==> config.mk <==
export PLATFORM = sky130hd
export DESIGN_NAME = text_line_column_layout_top
export DESIGN_NICKNAME = d
export VERILOG_FILES = /design/src/design/tlcl_pkg.sv /design/src/design/tlcl_front.sv /design/src/design/tlcl_fifo.sv /design/src/design/tlcl_back.sv /design/src/design/text_line_column_layout_top.sv
export SDC_FILE = /design/constraint.sdc
export NUM_CORES = 1
export LEC_CHECK = 0
export ABC_AREA = 1
export BUFFER_PORTS_ARGS = -buffer_cell sky130_fd_sc_hd__buf_2
export CAP_MARGIN = 5
export CORE_ASPECT_RATIO = 0.8
export CORE_MARGIN = 5
export CORE_UTILIZATION = 30
export CTS_CLUSTER_DIAMETER = 50
export DETAILED_ROUTE_END_ITERATION = 12
export PLACE_DENSITY = 0.51
export SLEW_MARGIN = 0
export SYNTH_ARGS = -nofsm -noshare
export SYNTH_HDL_FRONTEND = slang
export SYNTH_SLANG_ARGS = --single-unit
export TNS_END_PERCENT = 30
==> constraint.sdc <==
create_clock -name clk -period 9.4 [get_ports clk]
set_input_delay 0.47 -clock clk [delete_from_list [all_inputs] [get_ports clk]]
set_output_delay 0.47 -clock clk [all_outputs]
set_load 0.005 [all_outputs]
==> src/design/tlcl_pkg.sv <==
// shared types, codes and constants for the text line column layout block
package tlcl_pkg;

  localparam int QUEUE_DEPTH_DEF = 2;

  // configuration reset values
  localparam logic [6:0]  RST_WIDTH = 7'd30;
  localparam logic [8:0]  RST_TAB   = 9'd4;
  localparam logic [1:0]  RST_ENC   = 2'd0;
  localparam logic [15:0] RST_SKIP  = 16'd0;

  // saturation limit of the screen column
  localparam logic signed [17:0] COL_MAX = 18'sd131071;

  // special bytes
  localparam logic [7:0] BYTE_TAB = 8'h09;
  localparam logic [7:0] BYTE_LF  = 8'h0a;
  localparam logic [7:0] BYTE_NUL = 8'h00;

  // lead byte ranges
  localparam logic [7:0] SJIS_LO1 = 8'h81;
  localparam logic [7:0] SJIS_HI1 = 8'h9f;
  localparam logic [7:0] SJIS_LO2 = 8'he0;
  localparam logic [7:0] SJIS_HI2 = 8'hfc;
  localparam logic [7:0] EUC_LO   = 8'ha1;
  localparam logic [7:0] EUC_HI   = 8'hfe;

  typedef enum logic [1:0] {
    REG_WIDTH = 2'd0,
    REG_TAB   = 2'd1,
    REG_ENC   = 2'd2,
    REG_SKIP  = 2'd3
  } reg_index_t;

  typedef enum logic [1:0] {
    ENC_ASCII = 2'd0,
    ENC_SJIS  = 2'd1,
    ENC_EUC   = 2'd2
  } enc_t;

  typedef enum logic [2:0] {
    KIND_NONE = 3'd0,
    KIND_CHAR = 3'd1,
    KIND_PAIR = 3'd2,
    KIND_FILL = 3'd3,
    KIND_EOL  = 3'd4
  } kind_t;

  typedef enum logic [1:0] {
    CLS_PLAIN = 2'd0,
    CLS_TAB   = 2'd1,
    CLS_LEAD  = 2'd2,
    CLS_TERM  = 2'd3
  } cls_t;

  typedef struct packed {
    logic [6:0]  width;
    logic [8:0]  tab_size;
    logic [1:0]  encoding;
    logic [15:0] skip;
  } cfg_t;

  typedef struct packed {
    cls_t       cls;
    logic [7:0] data;
  } item_t;

  typedef struct packed {
    kind_t      kind;
    logic [6:0] column;
    logic [6:0] fill_count;
    logic [7:0] char_first;
    logic [7:0] char_second;
    logic [6:0] line_length;
    logic       end_of_text;
  } result_t;

endpackage

==> src/design/tlcl_front.sv <==
// front end: classifies each incoming byte before it is queued
module tlcl_front (
  input  logic            in_valid,
  input  logic [7:0]      text_byte,
  input  logic [1:0]      encoding,
  output logic            push,
  output tlcl_pkg::item_t item
);
  import tlcl_pkg::*;

  logic is_lead;

  always_comb begin
    unique case (enc_t'(encoding))
      ENC_SJIS: is_lead = (text_byte >= SJIS_LO1 && text_byte <= SJIS_HI1) ||
                          (text_byte >= SJIS_LO2 && text_byte <= SJIS_HI2);
      ENC_EUC:  is_lead = text_byte >= EUC_LO && text_byte <= EUC_HI;
      default:  is_lead = 1'b0;
    endcase
  end

  always_comb begin
    item.data = text_byte;
    priority if (text_byte == BYTE_LF || text_byte == BYTE_NUL) begin
      item.cls = CLS_TERM;
    end else if (text_byte == BYTE_TAB) begin
      item.cls = CLS_TAB;
    end else if (is_lead) begin
      item.cls = CLS_LEAD;
    end else begin
      item.cls = CLS_PLAIN;
    end
  end

  assign push = in_valid;

endmodule

==> src/design/tlcl_fifo.sv <==
// short item queue between the front and back ends
module tlcl_fifo #(
  parameter int DEPTH = tlcl_pkg::QUEUE_DEPTH_DEF
) (
  input  logic            clk,
  input  logic            rst,
  input  logic            push,
  input  tlcl_pkg::item_t push_item,
  output logic            full,
  input  logic            pop,
  output logic            head_valid,
  output tlcl_pkg::item_t head_item
);
  import tlcl_pkg::*;

  localparam int AW = (DEPTH > 1) ? $clog2(DEPTH) : 1;
  localparam int CW = $clog2(DEPTH + 1);

  item_t         slots [DEPTH];
  logic [AW-1:0] wr_ptr;
  logic [AW-1:0] rd_ptr;
  logic [CW-1:0] count;
  logic          do_push;
  logic          do_pop;

  assign full       = (count == CW'(DEPTH));
  assign head_valid = (count != '0);
  assign head_item  = slots[rd_ptr];
  assign do_push    = push && !full;
  assign do_pop     = pop && head_valid;

  always_ff @(posedge clk) begin
    if (do_push) begin
      slots[wr_ptr] <= push_item;
    end
  end

  always_ff @(posedge clk) begin
    if (rst) begin
      wr_ptr <= '0;
      rd_ptr <= '0;
      count  <= '0;
    end else begin
      if (do_push) begin
        wr_ptr <= (wr_ptr == AW'(DEPTH - 1)) ? '0 : wr_ptr + AW'(1);
      end
      if (do_pop) begin
        rd_ptr <= (rd_ptr == AW'(DEPTH - 1)) ? '0 : rd_ptr + AW'(1);
      end
      if (do_push && !do_pop) begin
        count <= count + CW'(1);
      end else if (do_pop && !do_push) begin
        count <= count - CW'(1);
      end
    end
  end

endmodule

==> src/design/tlcl_back.sv <==
// back end: column state, placement of each item and the result register
module tlcl_back (
  input  logic              clk,
  input  logic              rst,
  input  tlcl_pkg::cfg_t    cfg,
  input  logic              restart,
  input  logic [15:0]       restart_skip,
  input  logic              head_valid,
  input  tlcl_pkg::item_t   head_item,
  output logic              pop,
  output logic              out_valid,
  input  logic              out_ready,
  output tlcl_pkg::result_t result
);
  import tlcl_pkg::*;

  logic signed [17:0] screen_column;
  logic [8:0]         tab_phase;
  logic               lead_pending;
  logic [7:0]         lead_byte;

  logic signed [17:0] screen_column_next;
  logic [8:0]         tab_phase_next;
  logic               lead_pending_next;
  logic [7:0]         lead_byte_next;
  result_t            result_next;

  logic [8:0]         teff;
  logic signed [18:0] x;
  logic signed [18:0] w;
  logic signed [18:0] wm1;
  logic signed [17:0] col_a1;
  logic signed [17:0] col_a2;
  logic [9:0]         psum1;
  logic [9:0]         psum2;
  logic [8:0]         ph1;
  logic [8:0]         ph2;
  logic [8:0]         tab_n;
  logic signed [18:0] tab_end;
  logic signed [18:0] tab_s;
  logic signed [18:0] tab_e;
  logic signed [18:0] tab_fill;
  logic signed [17:0] line_col;

  assign pop = head_valid && (!out_valid || out_ready);

  always_comb begin
    teff     = (cfg.tab_size == '0) ? 9'd1 : cfg.tab_size;
    x        = {screen_column[17], screen_column};
    w        = signed'({12'd0, cfg.width});
    wm1      = w - 19'sd1;
    line_col = -signed'({2'd0, cfg.skip});

    // one and two single-column advances
    col_a1 = (screen_column < COL_MAX) ? screen_column + 18'sd1 : screen_column;
    col_a2 = (col_a1 < COL_MAX) ? col_a1 + 18'sd1 : col_a1;
    psum1  = {1'b0, tab_phase} + 10'd1;
    ph1    = (psum1 >= {1'b0, teff}) ? 9'd0 : psum1[8:0];
    psum2  = {1'b0, ph1} + 10'd1;
    ph2    = (psum2 >= {1'b0, teff}) ? 9'd0 : psum2[8:0];

    // tab span clipped to the visible window
    tab_n    = (tab_phase < teff) ? teff - tab_phase : 9'd1;
    tab_end  = x + signed'({10'd0, tab_n});
    tab_s    = (x < 19'sd0) ? 19'sd0 : x;
    tab_e    = (tab_end > w) ? w : tab_end;
    tab_fill = tab_e - tab_s;
  end

  always_comb begin
    screen_column_next = screen_column;
    tab_phase_next     = tab_phase;
    lead_pending_next  = lead_pending;
    lead_byte_next     = lead_byte;
    result_next        = '0;
    result_next.kind   = KIND_NONE;

    priority if (head_item.cls == CLS_TERM) begin
      result_next.kind = KIND_EOL;
      if (x > w) begin
        result_next.line_length = cfg.width;
      end else if (x < 19'sd0) begin
        result_next.line_length = '0;
      end else begin
        result_next.line_length = x[6:0];
      end
      result_next.end_of_text = (head_item.data == BYTE_NUL);
      screen_column_next = line_col;
      tab_phase_next     = '0;
      lead_pending_next  = 1'b0;
      lead_byte_next     = '0;
    end else if (lead_pending) begin
      priority if (x == -19'sd1 && w > 19'sd0) begin
        result_next.kind       = KIND_FILL;
        result_next.fill_count = 7'd1;
      end else if (x >= 19'sd0 && x < wm1) begin
        result_next.kind        = KIND_PAIR;
        result_next.column      = x[6:0];
        result_next.char_first  = lead_byte;
        result_next.char_second = head_item.data;
      end else if (x >= 19'sd0 && x == wm1) begin
        result_next.kind       = KIND_FILL;
        result_next.column     = x[6:0];
        result_next.fill_count = 7'd1;
      end else begin
        result_next.kind = KIND_NONE;
      end
      lead_pending_next  = 1'b0;
      lead_byte_next     = '0;
      screen_column_next = col_a2;
      tab_phase_next     = ph2;
    end else begin
      unique case (head_item.cls)
        CLS_TAB: begin
          result_next.kind = KIND_FILL;
          if (tab_e > tab_s) begin
            result_next.column     = tab_s[6:0];
            result_next.fill_count = tab_fill[6:0];
          end
          screen_column_next = (tab_end > signed'({COL_MAX[17], COL_MAX})) ? COL_MAX
                                                                          : tab_end[17:0];
          tab_phase_next = '0;
        end
        CLS_LEAD: begin
          lead_pending_next = 1'b1;
          lead_byte_next    = head_item.data;
        end
        default: begin
          if (x >= 19'sd0 && x < w) begin
            result_next.kind       = KIND_CHAR;
            result_next.column     = x[6:0];
            result_next.char_first = head_item.data;
          end
          screen_column_next = col_a1;
          tab_phase_next     = ph1;
        end
      endcase
    end
  end

  always_ff @(posedge clk) begin
    if (rst) begin
      screen_column <= '0;
      tab_phase     <= '0;
      lead_pending  <= 1'b0;
      lead_byte     <= '0;
      out_valid     <= 1'b0;
    end else begin
      if (restart) begin
        screen_column <= -signed'({2'd0, restart_skip});
        tab_phase     <= '0;
        lead_pending  <= 1'b0;
        lead_byte     <= '0;
      end else if (pop) begin
        screen_column <= screen_column_next;
        tab_phase     <= tab_phase_next;
        lead_pending  <= lead_pending_next;
        lead_byte     <= lead_byte_next;
      end
      if (pop) begin
        out_valid <= 1'b1;
      end else if (out_ready) begin
        out_valid <= 1'b0;
      end
    end
  end

  always_ff @(posedge clk) begin
    if (pop) begin
      result <= result_next;
    end
  end

endmodule

==> src/design/text_line_column_layout_top.sv <==
// top level of the text line column layout block
//
// lays a text byte stream out into screen columns, one byte per item
// input channel: in_valid / in_ready with text_byte
// output channel: out_valid / out_ready with kind, column, fill_count,
//   char_first, char_second, line_length and end_of_text, one result per item
// config port: cfg_we writes cfg_data into the register picked by cfg_index
//   (visible width, tab size, encoding, horizontal skip); writing the
//   horizontal skip also restarts the line
// the front end classifies bytes into a two-entry queue, the back end holds
//   the column, tab phase and pending lead byte and updates them as each item is popped
// an accepted item waits in the queue; its result is registered when it is popped
// throughput: one item per cycle while the receiver does not stall, set by the column update loop
//   in the back end
// a stalled receiver holds the result register; the queue keeps taking items
//   until it is full, then in_ready drops
// reset: registers return to width 30, tab size 4, ascii, no skip; the line
//   restarts at column zero and queue and result register are empty
module text_line_column_layout_top #(
  parameter int QUEUE_DEPTH = tlcl_pkg::QUEUE_DEPTH_DEF
) (
  input  logic        clk,
  input  logic        rst,
  input  logic        in_valid,
  output logic        in_ready,
  input  logic [7:0]  text_byte,
  output logic        out_valid,
  input  logic        out_ready,
  output logic [2:0]  kind,
  output logic [6:0]  column,
  output logic [6:0]  fill_count,
  output logic [7:0]  char_first,
  output logic [7:0]  char_second,
  output logic [6:0]  line_length,
  output logic        end_of_text,
  input  logic        cfg_we,
  input  logic [1:0]  cfg_index,
  input  logic [15:0] cfg_data
);
  import tlcl_pkg::*;

  cfg_t    cfg;
  logic    push;
  item_t   push_item;
  logic    full;
  logic    pop;
  logic    head_valid;
  item_t   head_item;
  result_t result;
  logic    restart;

  // configuration registers
  always_ff @(posedge clk) begin
    if (rst) begin
      cfg.width    <= RST_WIDTH;
      cfg.tab_size <= RST_TAB;
      cfg.encoding <= RST_ENC;
      cfg.skip     <= RST_SKIP;
    end else if (cfg_we) begin
      unique case (reg_index_t'(cfg_index))
        REG_WIDTH: cfg.width    <= cfg_data[6:0];
        REG_TAB:   cfg.tab_size <= cfg_data[8:0];
        REG_ENC:   cfg.encoding <= cfg_data[1:0];
        REG_SKIP:  cfg.skip     <= cfg_data;
        default:   cfg.skip     <= cfg.skip;
      endcase
    end
  end

  // a new scroll position starts the line over
  assign restart = cfg_we && (reg_index_t'(cfg_index) == REG_SKIP);

  assign in_ready = !full;

  tlcl_front u_front (
    .in_valid  (in_valid),
    .text_byte (text_byte),
    .encoding  (cfg.encoding),
    .push      (push),
    .item      (push_item)
  );

  tlcl_fifo #(
    .DEPTH (QUEUE_DEPTH)
  ) u_fifo (
    .clk        (clk),
    .rst        (rst),
    .push       (push),
    .push_item  (push_item),
    .full       (full),
    .pop        (pop),
    .head_valid (head_valid),
    .head_item  (head_item)
  );

  tlcl_back u_back (
    .clk          (clk),
    .rst          (rst),
    .cfg          (cfg),
    .restart      (restart),
    .restart_skip (cfg_data),
    .head_valid   (head_valid),
    .head_item    (head_item),
    .pop          (pop),
    .out_valid    (out_valid),
    .out_ready    (out_ready),
    .result       (result)
  );

  // result fields onto the output ports
  assign kind        = result.kind;
  assign column      = result.column;
  assign fill_count  = result.fill_count;
  assign char_first  = result.char_first;
  assign char_second = result.char_second;
  assign line_length = result.line_length;
  assign end_of_text = result.end_of_text;

endmodule

==> results by group, run 1 <==
CTS
  – CTS tree: yes
  – CTS Hold Buffers Added: 0
  – Post-CTS Setup Repair Bufs: 0
  – H-tree levels: 4
  – CTS buffer count: 17
  – Resize count post-CTS: 0
  – Clock Pin Slew Worst Setup and Hold Paths: around 70 ps
  – Clk buf depth: 2
  – Clk Latency, worst-skew pair: 450 ps
  – Clock Sinks: about 140
  – Root buffer cell: clkbuf_16

Setup path
  – Slowest-stage cell, CP: fa_1
  – CP endpoint kind: flop
  – Crit Path Category: flop to flop
  – CP required: around 9600 ps
  – R2r setup slk: roughly 1900 ps
  – Slowest stage delay, CP: 400 ps
  – CP arrival: between 7000 and 8000 ps
  – R2r startpoint: cfg[19]
  – Worst setup path startpoint: cfg[19]
  – Peak fanout along the critical path: 15
  – Crit start category: flop
  – Buf+Inv Stages, Crit Path: 1
  – Cell mode on critical path: nand2_1
  – Reg2reg path depth: 43
  – R2R Path End: u_back.result[26]
  – Cell class contributing the biggest share of worst-path delay: simple AND/OR/NAND/NOR gates

Power
  – Power after layout: between 4 and 5 mW
  – Cell Pwr Density: ~310 mW/mm²
  – Peak VDD IR: between 0.0002 and 0.00025 V
  – LEAKAGE: 5.87 nW

Status
  – Outcome: complete, no violations

Synthesis
  – Compound-Gate Fraction of Synth Area: 0.167
  – #FFs+latches synth: 137
  – Cells after Synth: about 1700
  – Post-synthesis mux area share: 0.00767
  – Synth Area in Simple Gates: 0.295
  – Ys async rst share: 0
  – Synthesized area: 0.0119 mm²
  – Syn_area_per_cell: 7.06 µm²
  – Prevailing post-synth register cell: dfxtp_1
  – Syn Nets: roughly 1800
  – Synth Area in Adders: 0.110
  – Largest family of logic cells by synthesized area: simple AND/OR/NAND/NOR gates
  – Post-synth cell types: 64
  – Post-synth EDFFs: a little over 60
  – Sequential cell area fraction in the yosys report: 0.282
  – Syn. warnings: 0
  – Synthesized-area fraction occupied by xor and xnor cells: 0.0405

Global routing
  – Vias in the first global route: about 11000
  – Congestion Overflow GR: 0
  – Initial antenna violation count: 2
  – Global-route wire length before repair: ~64 mm
  – GRT Total Usage: 0.189
  – Largest net degree at the start of global routing: a little over 50

Layout
  – Most common cell after layout, fill and taps aside: nand2_1
  – Fill cell count: 4321
  – Most frequent cells in the layout: nand2_1, inv_1, nor2_1, a21oi_1, o21ai_0
  – Fin nets: 1866
  – Sequential Area: 0.00335 mm²
  – Area of the multi-input gates: 0.00740 mm²
  – Layout Cells excl Fill: between 2000 and 2500
  – Synth-to-Final Area Change: 12.1%
  – Fraction of layout cells with a size suffix above 1: 0.119

Drt
  – Residual DRC count: 0
  – Via count: 11800
  – Average wire per standard cell: 18.5 µm
  – Starting DRC count in detailed routing: approximately 1100
  – Final antenna-violating net count: 0
  – Vias per cell: between 5 and 6
  – Router iterations before antenna repair: 8
  – Routed wire length: roughly 42 mm

STA
  – Hold Vio Cnt, Final: 0
  – Clock Skew: between 10 and 15 ps
  – Fin Setup TNS: 0 ps
  – Max Transition Viols Final: 0
  – RSZ-0062 raised after global routing: false
  – Hold_ws: roughly 260 ps
  – Final Cycle Share: 0.796
  – Clock period minus worst slack: approximately 7500 ps
  – Final setup vio count: 0
  – Peak Freq: 134 MHz
  – Actual slew at the worst max-slew pin: approximately 1100 ps
  – Slew HR: 0.264

Worst hold path
  – Worst hold path class: primary input to flop
  – Hold Path End: u_fifo.slots[1][3]
  – Hold Startpoint: text_byte[3]
  – Hold Crit Depth: 1

Place
  – Buffers on Ports: 73
  – GP Congestion: 0.934
  – Placed Cells: ~2200
  – Post-DP HPWL: 32.5 mm

Floorplanning
  – Die area: roughly 0.044 mm²
  – DIE WIDTH: between 200 and 250 µm
  – Chip height: about 190 µm
  – Initial Util: 0.302
  – FP Rows: 65
  – I/O Pins: between 70 and 80
  – Core Region: just under 0.04 mm²

Job
  – # Max-Cap Violations: 0
cell usage after synthesis, types with 11 or more instances:
library cell,number,area (µm²)
nand4_1,43,269
o21bai_1,13,97.6
edfxtp_1,61,1830
inv_1,206,773
dfxtp_1,76,1520
o21ai_0,117,586
a31oi_1,11,68.8
nand2_2,17,106
nand2_4,11,124
ha_1,100,1250
nor3_1,31,155
xor2_1,44,385
o211ai_1,22,165
nor4_1,12,75.1
clkbuf_1,32,120
xnor2_1,11,96.3
nand2_1,335,1260
a21oi_1,144,721
nor2_1,170,638
o21ai_1,11,55.1
nand3_1,83,415
nor2_2,14,87.6
power by group:
| part | total (mW) | switching (mW) | internal [mW] |
|---|---|---|---|
| registers | 1.01 | 0.179 | 0.832 |
| clock network | 0.734 | 0.326 | 0.408 |
| logic | 2.45 | 1.69 | 0.756 |
| total | 4.19 | 2.20 | 2.00 |
metal layers:
layer  part of all wire  vias up  track usage
met1               0.50     5528        0.293
met4              0.019        2       0.0436
met5            0.00031        -            0
li1                   -     5758            -
met3              0.083       54       0.0425
met2               0.40      456        0.262
final cells by class:
type / count / share of cell area
Clock inverter: 15 / 0.0150
Multi-Input combinational cell: 1273 / 0.555
Timing Repair Buffer: 89 / 0.0364
Sequential cell: 137 / 0.251
Tap cell: 536 / 0.0503
Inverter: 214 / 0.0602
Antenna cell: 1 / 0.000188
Clock buffer: 17 / 0.0319
state kept, by name, summed over array words and instances, names as in the netlist, named ones only:
signal                count
u_fifo.slots             20
u_back.tab_phase          9
u_back.lead_pending       1
u_back.result            41
u_fifo.rd_ptr             1
u_back.screen_column     18
u_fifo.wr_ptr             1
cfg                      34
u_fifo.count              2
u_back.lead_byte          8
u_back.out_valid          1
stage by stage:
| step | instance area (µm²) | utilization | setup WS (ps) |
|---|---|---|---|
| 6_report | 13300 | 0.339 | 1920 |
| 5_1_grt | 13300 | 0.339 | 919 |
| 4_1_cts | 13300 | 0.339 | 1910 |
| 3_5_place_dp | 12700 | 0.323 | 1940 |
| 3_3_place_gp | 12700 | 0.323 | 2110 |
| 2_1_floorplan | 11900 | - | 3060 |
worst max path at each step:
stage / cells after the start / endpoint
global route: 43 / u_back.result[30]
global placement: 43 / u_back.result[26]
floorplan: 44 / u_back.result[26]
CTS: 43 / u_back.result[26]
detailed placement: 43 / u_back.result[30]
finish: 43 / u_back.result[26]
worst register-to-register path: cells and delay by family (launching register included):
kind	cells	cell delay, ps
simple gates	22	3030
compound gates	14	2020
fa+ha+maj	5	1520
flops	1	370
xor+xnor	1	230
buf+inv	1	90
logic make-up (layout without fill, tap and decap cells):
group,after synthesis,count (layout)
compound gates,354,354
xor+xnor,55,55
fa+ha+maj,103,103
buf+inv,276,335
flops,137,137
mux,9,9
other cells,0,1
simple gates,752,752
(Power assumes the default switching activity.)
==> run 2: changes to the inputs <==
- clock period: 9.4 -> 7.4 ns (I/O delays scaled with it)
==> run 2 against run 1 <==
Against the previous run:
- die area unchanged
- setup slack worse by 1400 ps
- non-clock buffer count up 17
- final cell count up 0.70%
- hold slack worse by 89 ps
- global-route usage up 0.17 points
- largest power group unchanged
==> results by group, run 2 (same netlist as run 1, synthesis figures left out) <==
Global routing
  – Largest net degree at the start of global routing: 51 (unchanged)
  – Congestion Overflow GR: 0 (unchanged)
  – Global-route wire length before repair: 64.8 mm (was 64.2 mm)
  – Initial antenna violation count: 1 (was 2)
  – GRT Total Usage: 0.190 (was 0.189)
  – Vias in the first global route: 11000 (was 10900)

Layout
  – Most frequent cells in the layout: nand2_1, inv_1, nor2_1, a21oi_1, o21ai_0 (unchanged)
  – Antenna cells: 0 (was 1)
  – Synth-to-Final Area Change: 12.9% (was 12.1%)
  – Largest regs: u_back.result: 41 flops, cfg: 34 flops, u_fifo.slots: 20 flops (unchanged)
  – Area of the multi-input gates: 0.00743 mm² (was 0.00740 mm²)
  – Fin nets: 1883 (was 1866)
  – Fraction of layout cells with a size suffix above 1: 0.131 (was 0.119)
  – Largest Register: u_back.result (unchanged)
  – Max reg flops: 41 (unchanged)
  – Sequential Area: 0.00335 mm² (unchanged)
  – Fill cell count: 4284 (was 4321)
  – Most common cell after layout, fill and taps aside: nand2_1 (unchanged)
  – Design Area, Final: 0.0134 mm² (was 0.0133 mm²)

CTS
  – Clock Sinks: 137 (unchanged)
  – Clock Pin Slew Worst Setup and Hold Paths: 60 ps (was 70 ps)
  – CTS tree: yes (unchanged)
  – Clk buf depth: 2 (unchanged)
  – CTS buffer count: 17 (unchanged)
  – Root buffer cell: clkbuf_16 (unchanged)
  – H-tree levels: 4 (unchanged)
  – Clk Latency, worst-skew pair: 430 ps (was 450 ps)

Floorplanning
  – Core Region: 0.0394 mm² (unchanged)
  – I/O Pins: 74 (unchanged)
  – Die area: 0.0438 mm² (unchanged)
  – DIE WIDTH: 233 µm (unchanged)
  – Chip height: 188 µm (unchanged)
  – FP Rows: 65 (unchanged)
  – Initial Util: 0.302 (unchanged)

Place
  – Placed Area: 0.0128 mm² (was 0.0127 mm²)
  – Buffers on Ports: 73 (unchanged)
  – GP Congestion: 0.978 (was 0.934)
  – Post-DP HPWL: 33.2 mm (was 32.5 mm)

Power
  – Cell Pwr Density: 400 mW/mm² (was 314 mW/mm²)
  – LEAKAGE: 5.95 nW (was 5.87 nW)
  – Power after layout: 5.38 mW (was 4.19 mW)
  – Peak VDD IR: 0.000251 V (was 0.000244 V)

Setup path
  – Cell class contributing the biggest share of worst-path delay: simple AND/OR/NAND/NOR gates (unchanged)
  – Cell mode on critical path: nand2_1 (unchanged)
  – CP required: 7550 ps (was 9580 ps)
  – Peak fanout along the critical path: 14 (was 15)
  – CP endpoint kind: flop (unchanged)
  – CP arrival: 7000 ps (was 7660 ps)
  – Slowest-stage cell, CP: fa_1 (unchanged)
  – Crit Path Category: flop to flop (unchanged)
  – Buf+Inv Stages, Crit Path: 1 (unchanged)
  – Crit start category: flop (unchanged)
  – Slowest stage delay, CP: 400 ps (about the same)

STA
  – Max Transition Viols Final: 0 (unchanged)
  – Final Cycle Share: 0.926 (was 0.796)
  – Final setup vio count: 0 (unchanged)
  – Peak Freq: 146 MHz (was 134 MHz)
  – Hold Vio Cnt, Final: 0 (unchanged)
  – Clock period minus worst slack: 6850 ps (was 7480 ps)
  – Slew HR: 0.246 (was 0.264)
  – Clock Skew: 14.3 ps (was 14.7 ps)
  – Actual slew at the worst max-slew pin: 1130 ps (was 1100 ps)

Drt
  – Vias per cell: 5.18 (was 5.17)
  – Router iterations before antenna repair: 7 (was 8)
  – Starting DRC count in detailed routing: 1174 (was 1064)
  – Average wire per standard cell: 18.6 µm (was 18.5 µm)
  – Final antenna-violating net count: 0 (unchanged)
  – Via count: 11900 (was 11800)
  – Residual DRC count: 0 (unchanged)
  – Routed wire length: 42.8 mm (was 42.3 mm)

Job
  – # Max-Cap Violations: 0 (unchanged)

Worst hold path
  – Worst hold path class: primary input to flop (unchanged)

Status
  – Outcome: complete, no violations (unchanged)
-- run 2: area by class of cell --
type,count,share of cell area
Clock buffer,22,0.0363
Sequential cell,137,0.250
Timing Repair Buffer,106,0.0456
Inverter,214,0.0598
Clock inverter,10,0.00596
Multi-Input combinational cell,1273,0.553
Tap cell,536,0.0499
-- run 2: per-stage QoR --
step / worst slack (ps) / utilization / TNS, ps / std cells / hold WS (ps)
final: 548 / 0.341 / 0 / 2298 / 172
after floorplan: 1060 / - / 0 / 1686 / 426
after global routing: -5.76 / 0.341 / -5.76 / 2298 / 167
after CTS: 231 / 0.340 / 0 / 2296 / 163
after global placement: 409 / 0.326 / 0 / 2264 / 435
after detailed placement: 252 / 0.326 / 0 / 2264 / 439
-- run 2: path summary, 6_finish.rpt --
check / slack [ps] / end / from / cells past startpoint
max: 550 / u_back.result[36] / cfg[20] / 43
min: 170 / u_fifo.slots[1][3] / text_byte[3] / 1
max reg2reg: 550 / u_back.result[36] / cfg[20] / 43
min reg2reg: 450 / flop / u_fifo.rd_ptr / 1
-- run 2: worst reg2reg max path: cells and delay by family, from the launching register on --
| kind | cells | cell delay, ps |
|---|---|---|
| AOI/OAI and AO/OA | 16 | 2060 |
| xor gates and xnor gates | 1 | 180 |
| adders and majority gates | 5 | 1500 |
| buffers and inverters | 1 | 80 |
| DFF | 1 | 340 |
| and+or+nand+nor | 20 | 2400 |
-- run 2: what timing repair did --
action / CTS / global route
gates resized for setup: 0 / 7
hold buffers: 0 / 0
setup buffers: 0 / 2
setup endpoints to repair: 0 / 14
-- run 2: report_power, final --
part / switching [mW] / leakage, nW / internal, mW
Sequential: 0.161 / 1.22 / 1.06
Combinational: 2.29 / 4.44 / 1.03
Clock: 0.368 / 0.289 / 0.477
Total: 2.82 / 5.95 / 2.56
-- run 2: layer usage --
metal  vias up  wire length, µm  track usage
met4         2              718       0.0397
li1       5794                -            -
met5         -              111       0.0190
met3        44             4030       0.0503
met1      5626            20800        0.290
met2       446            17200        0.267
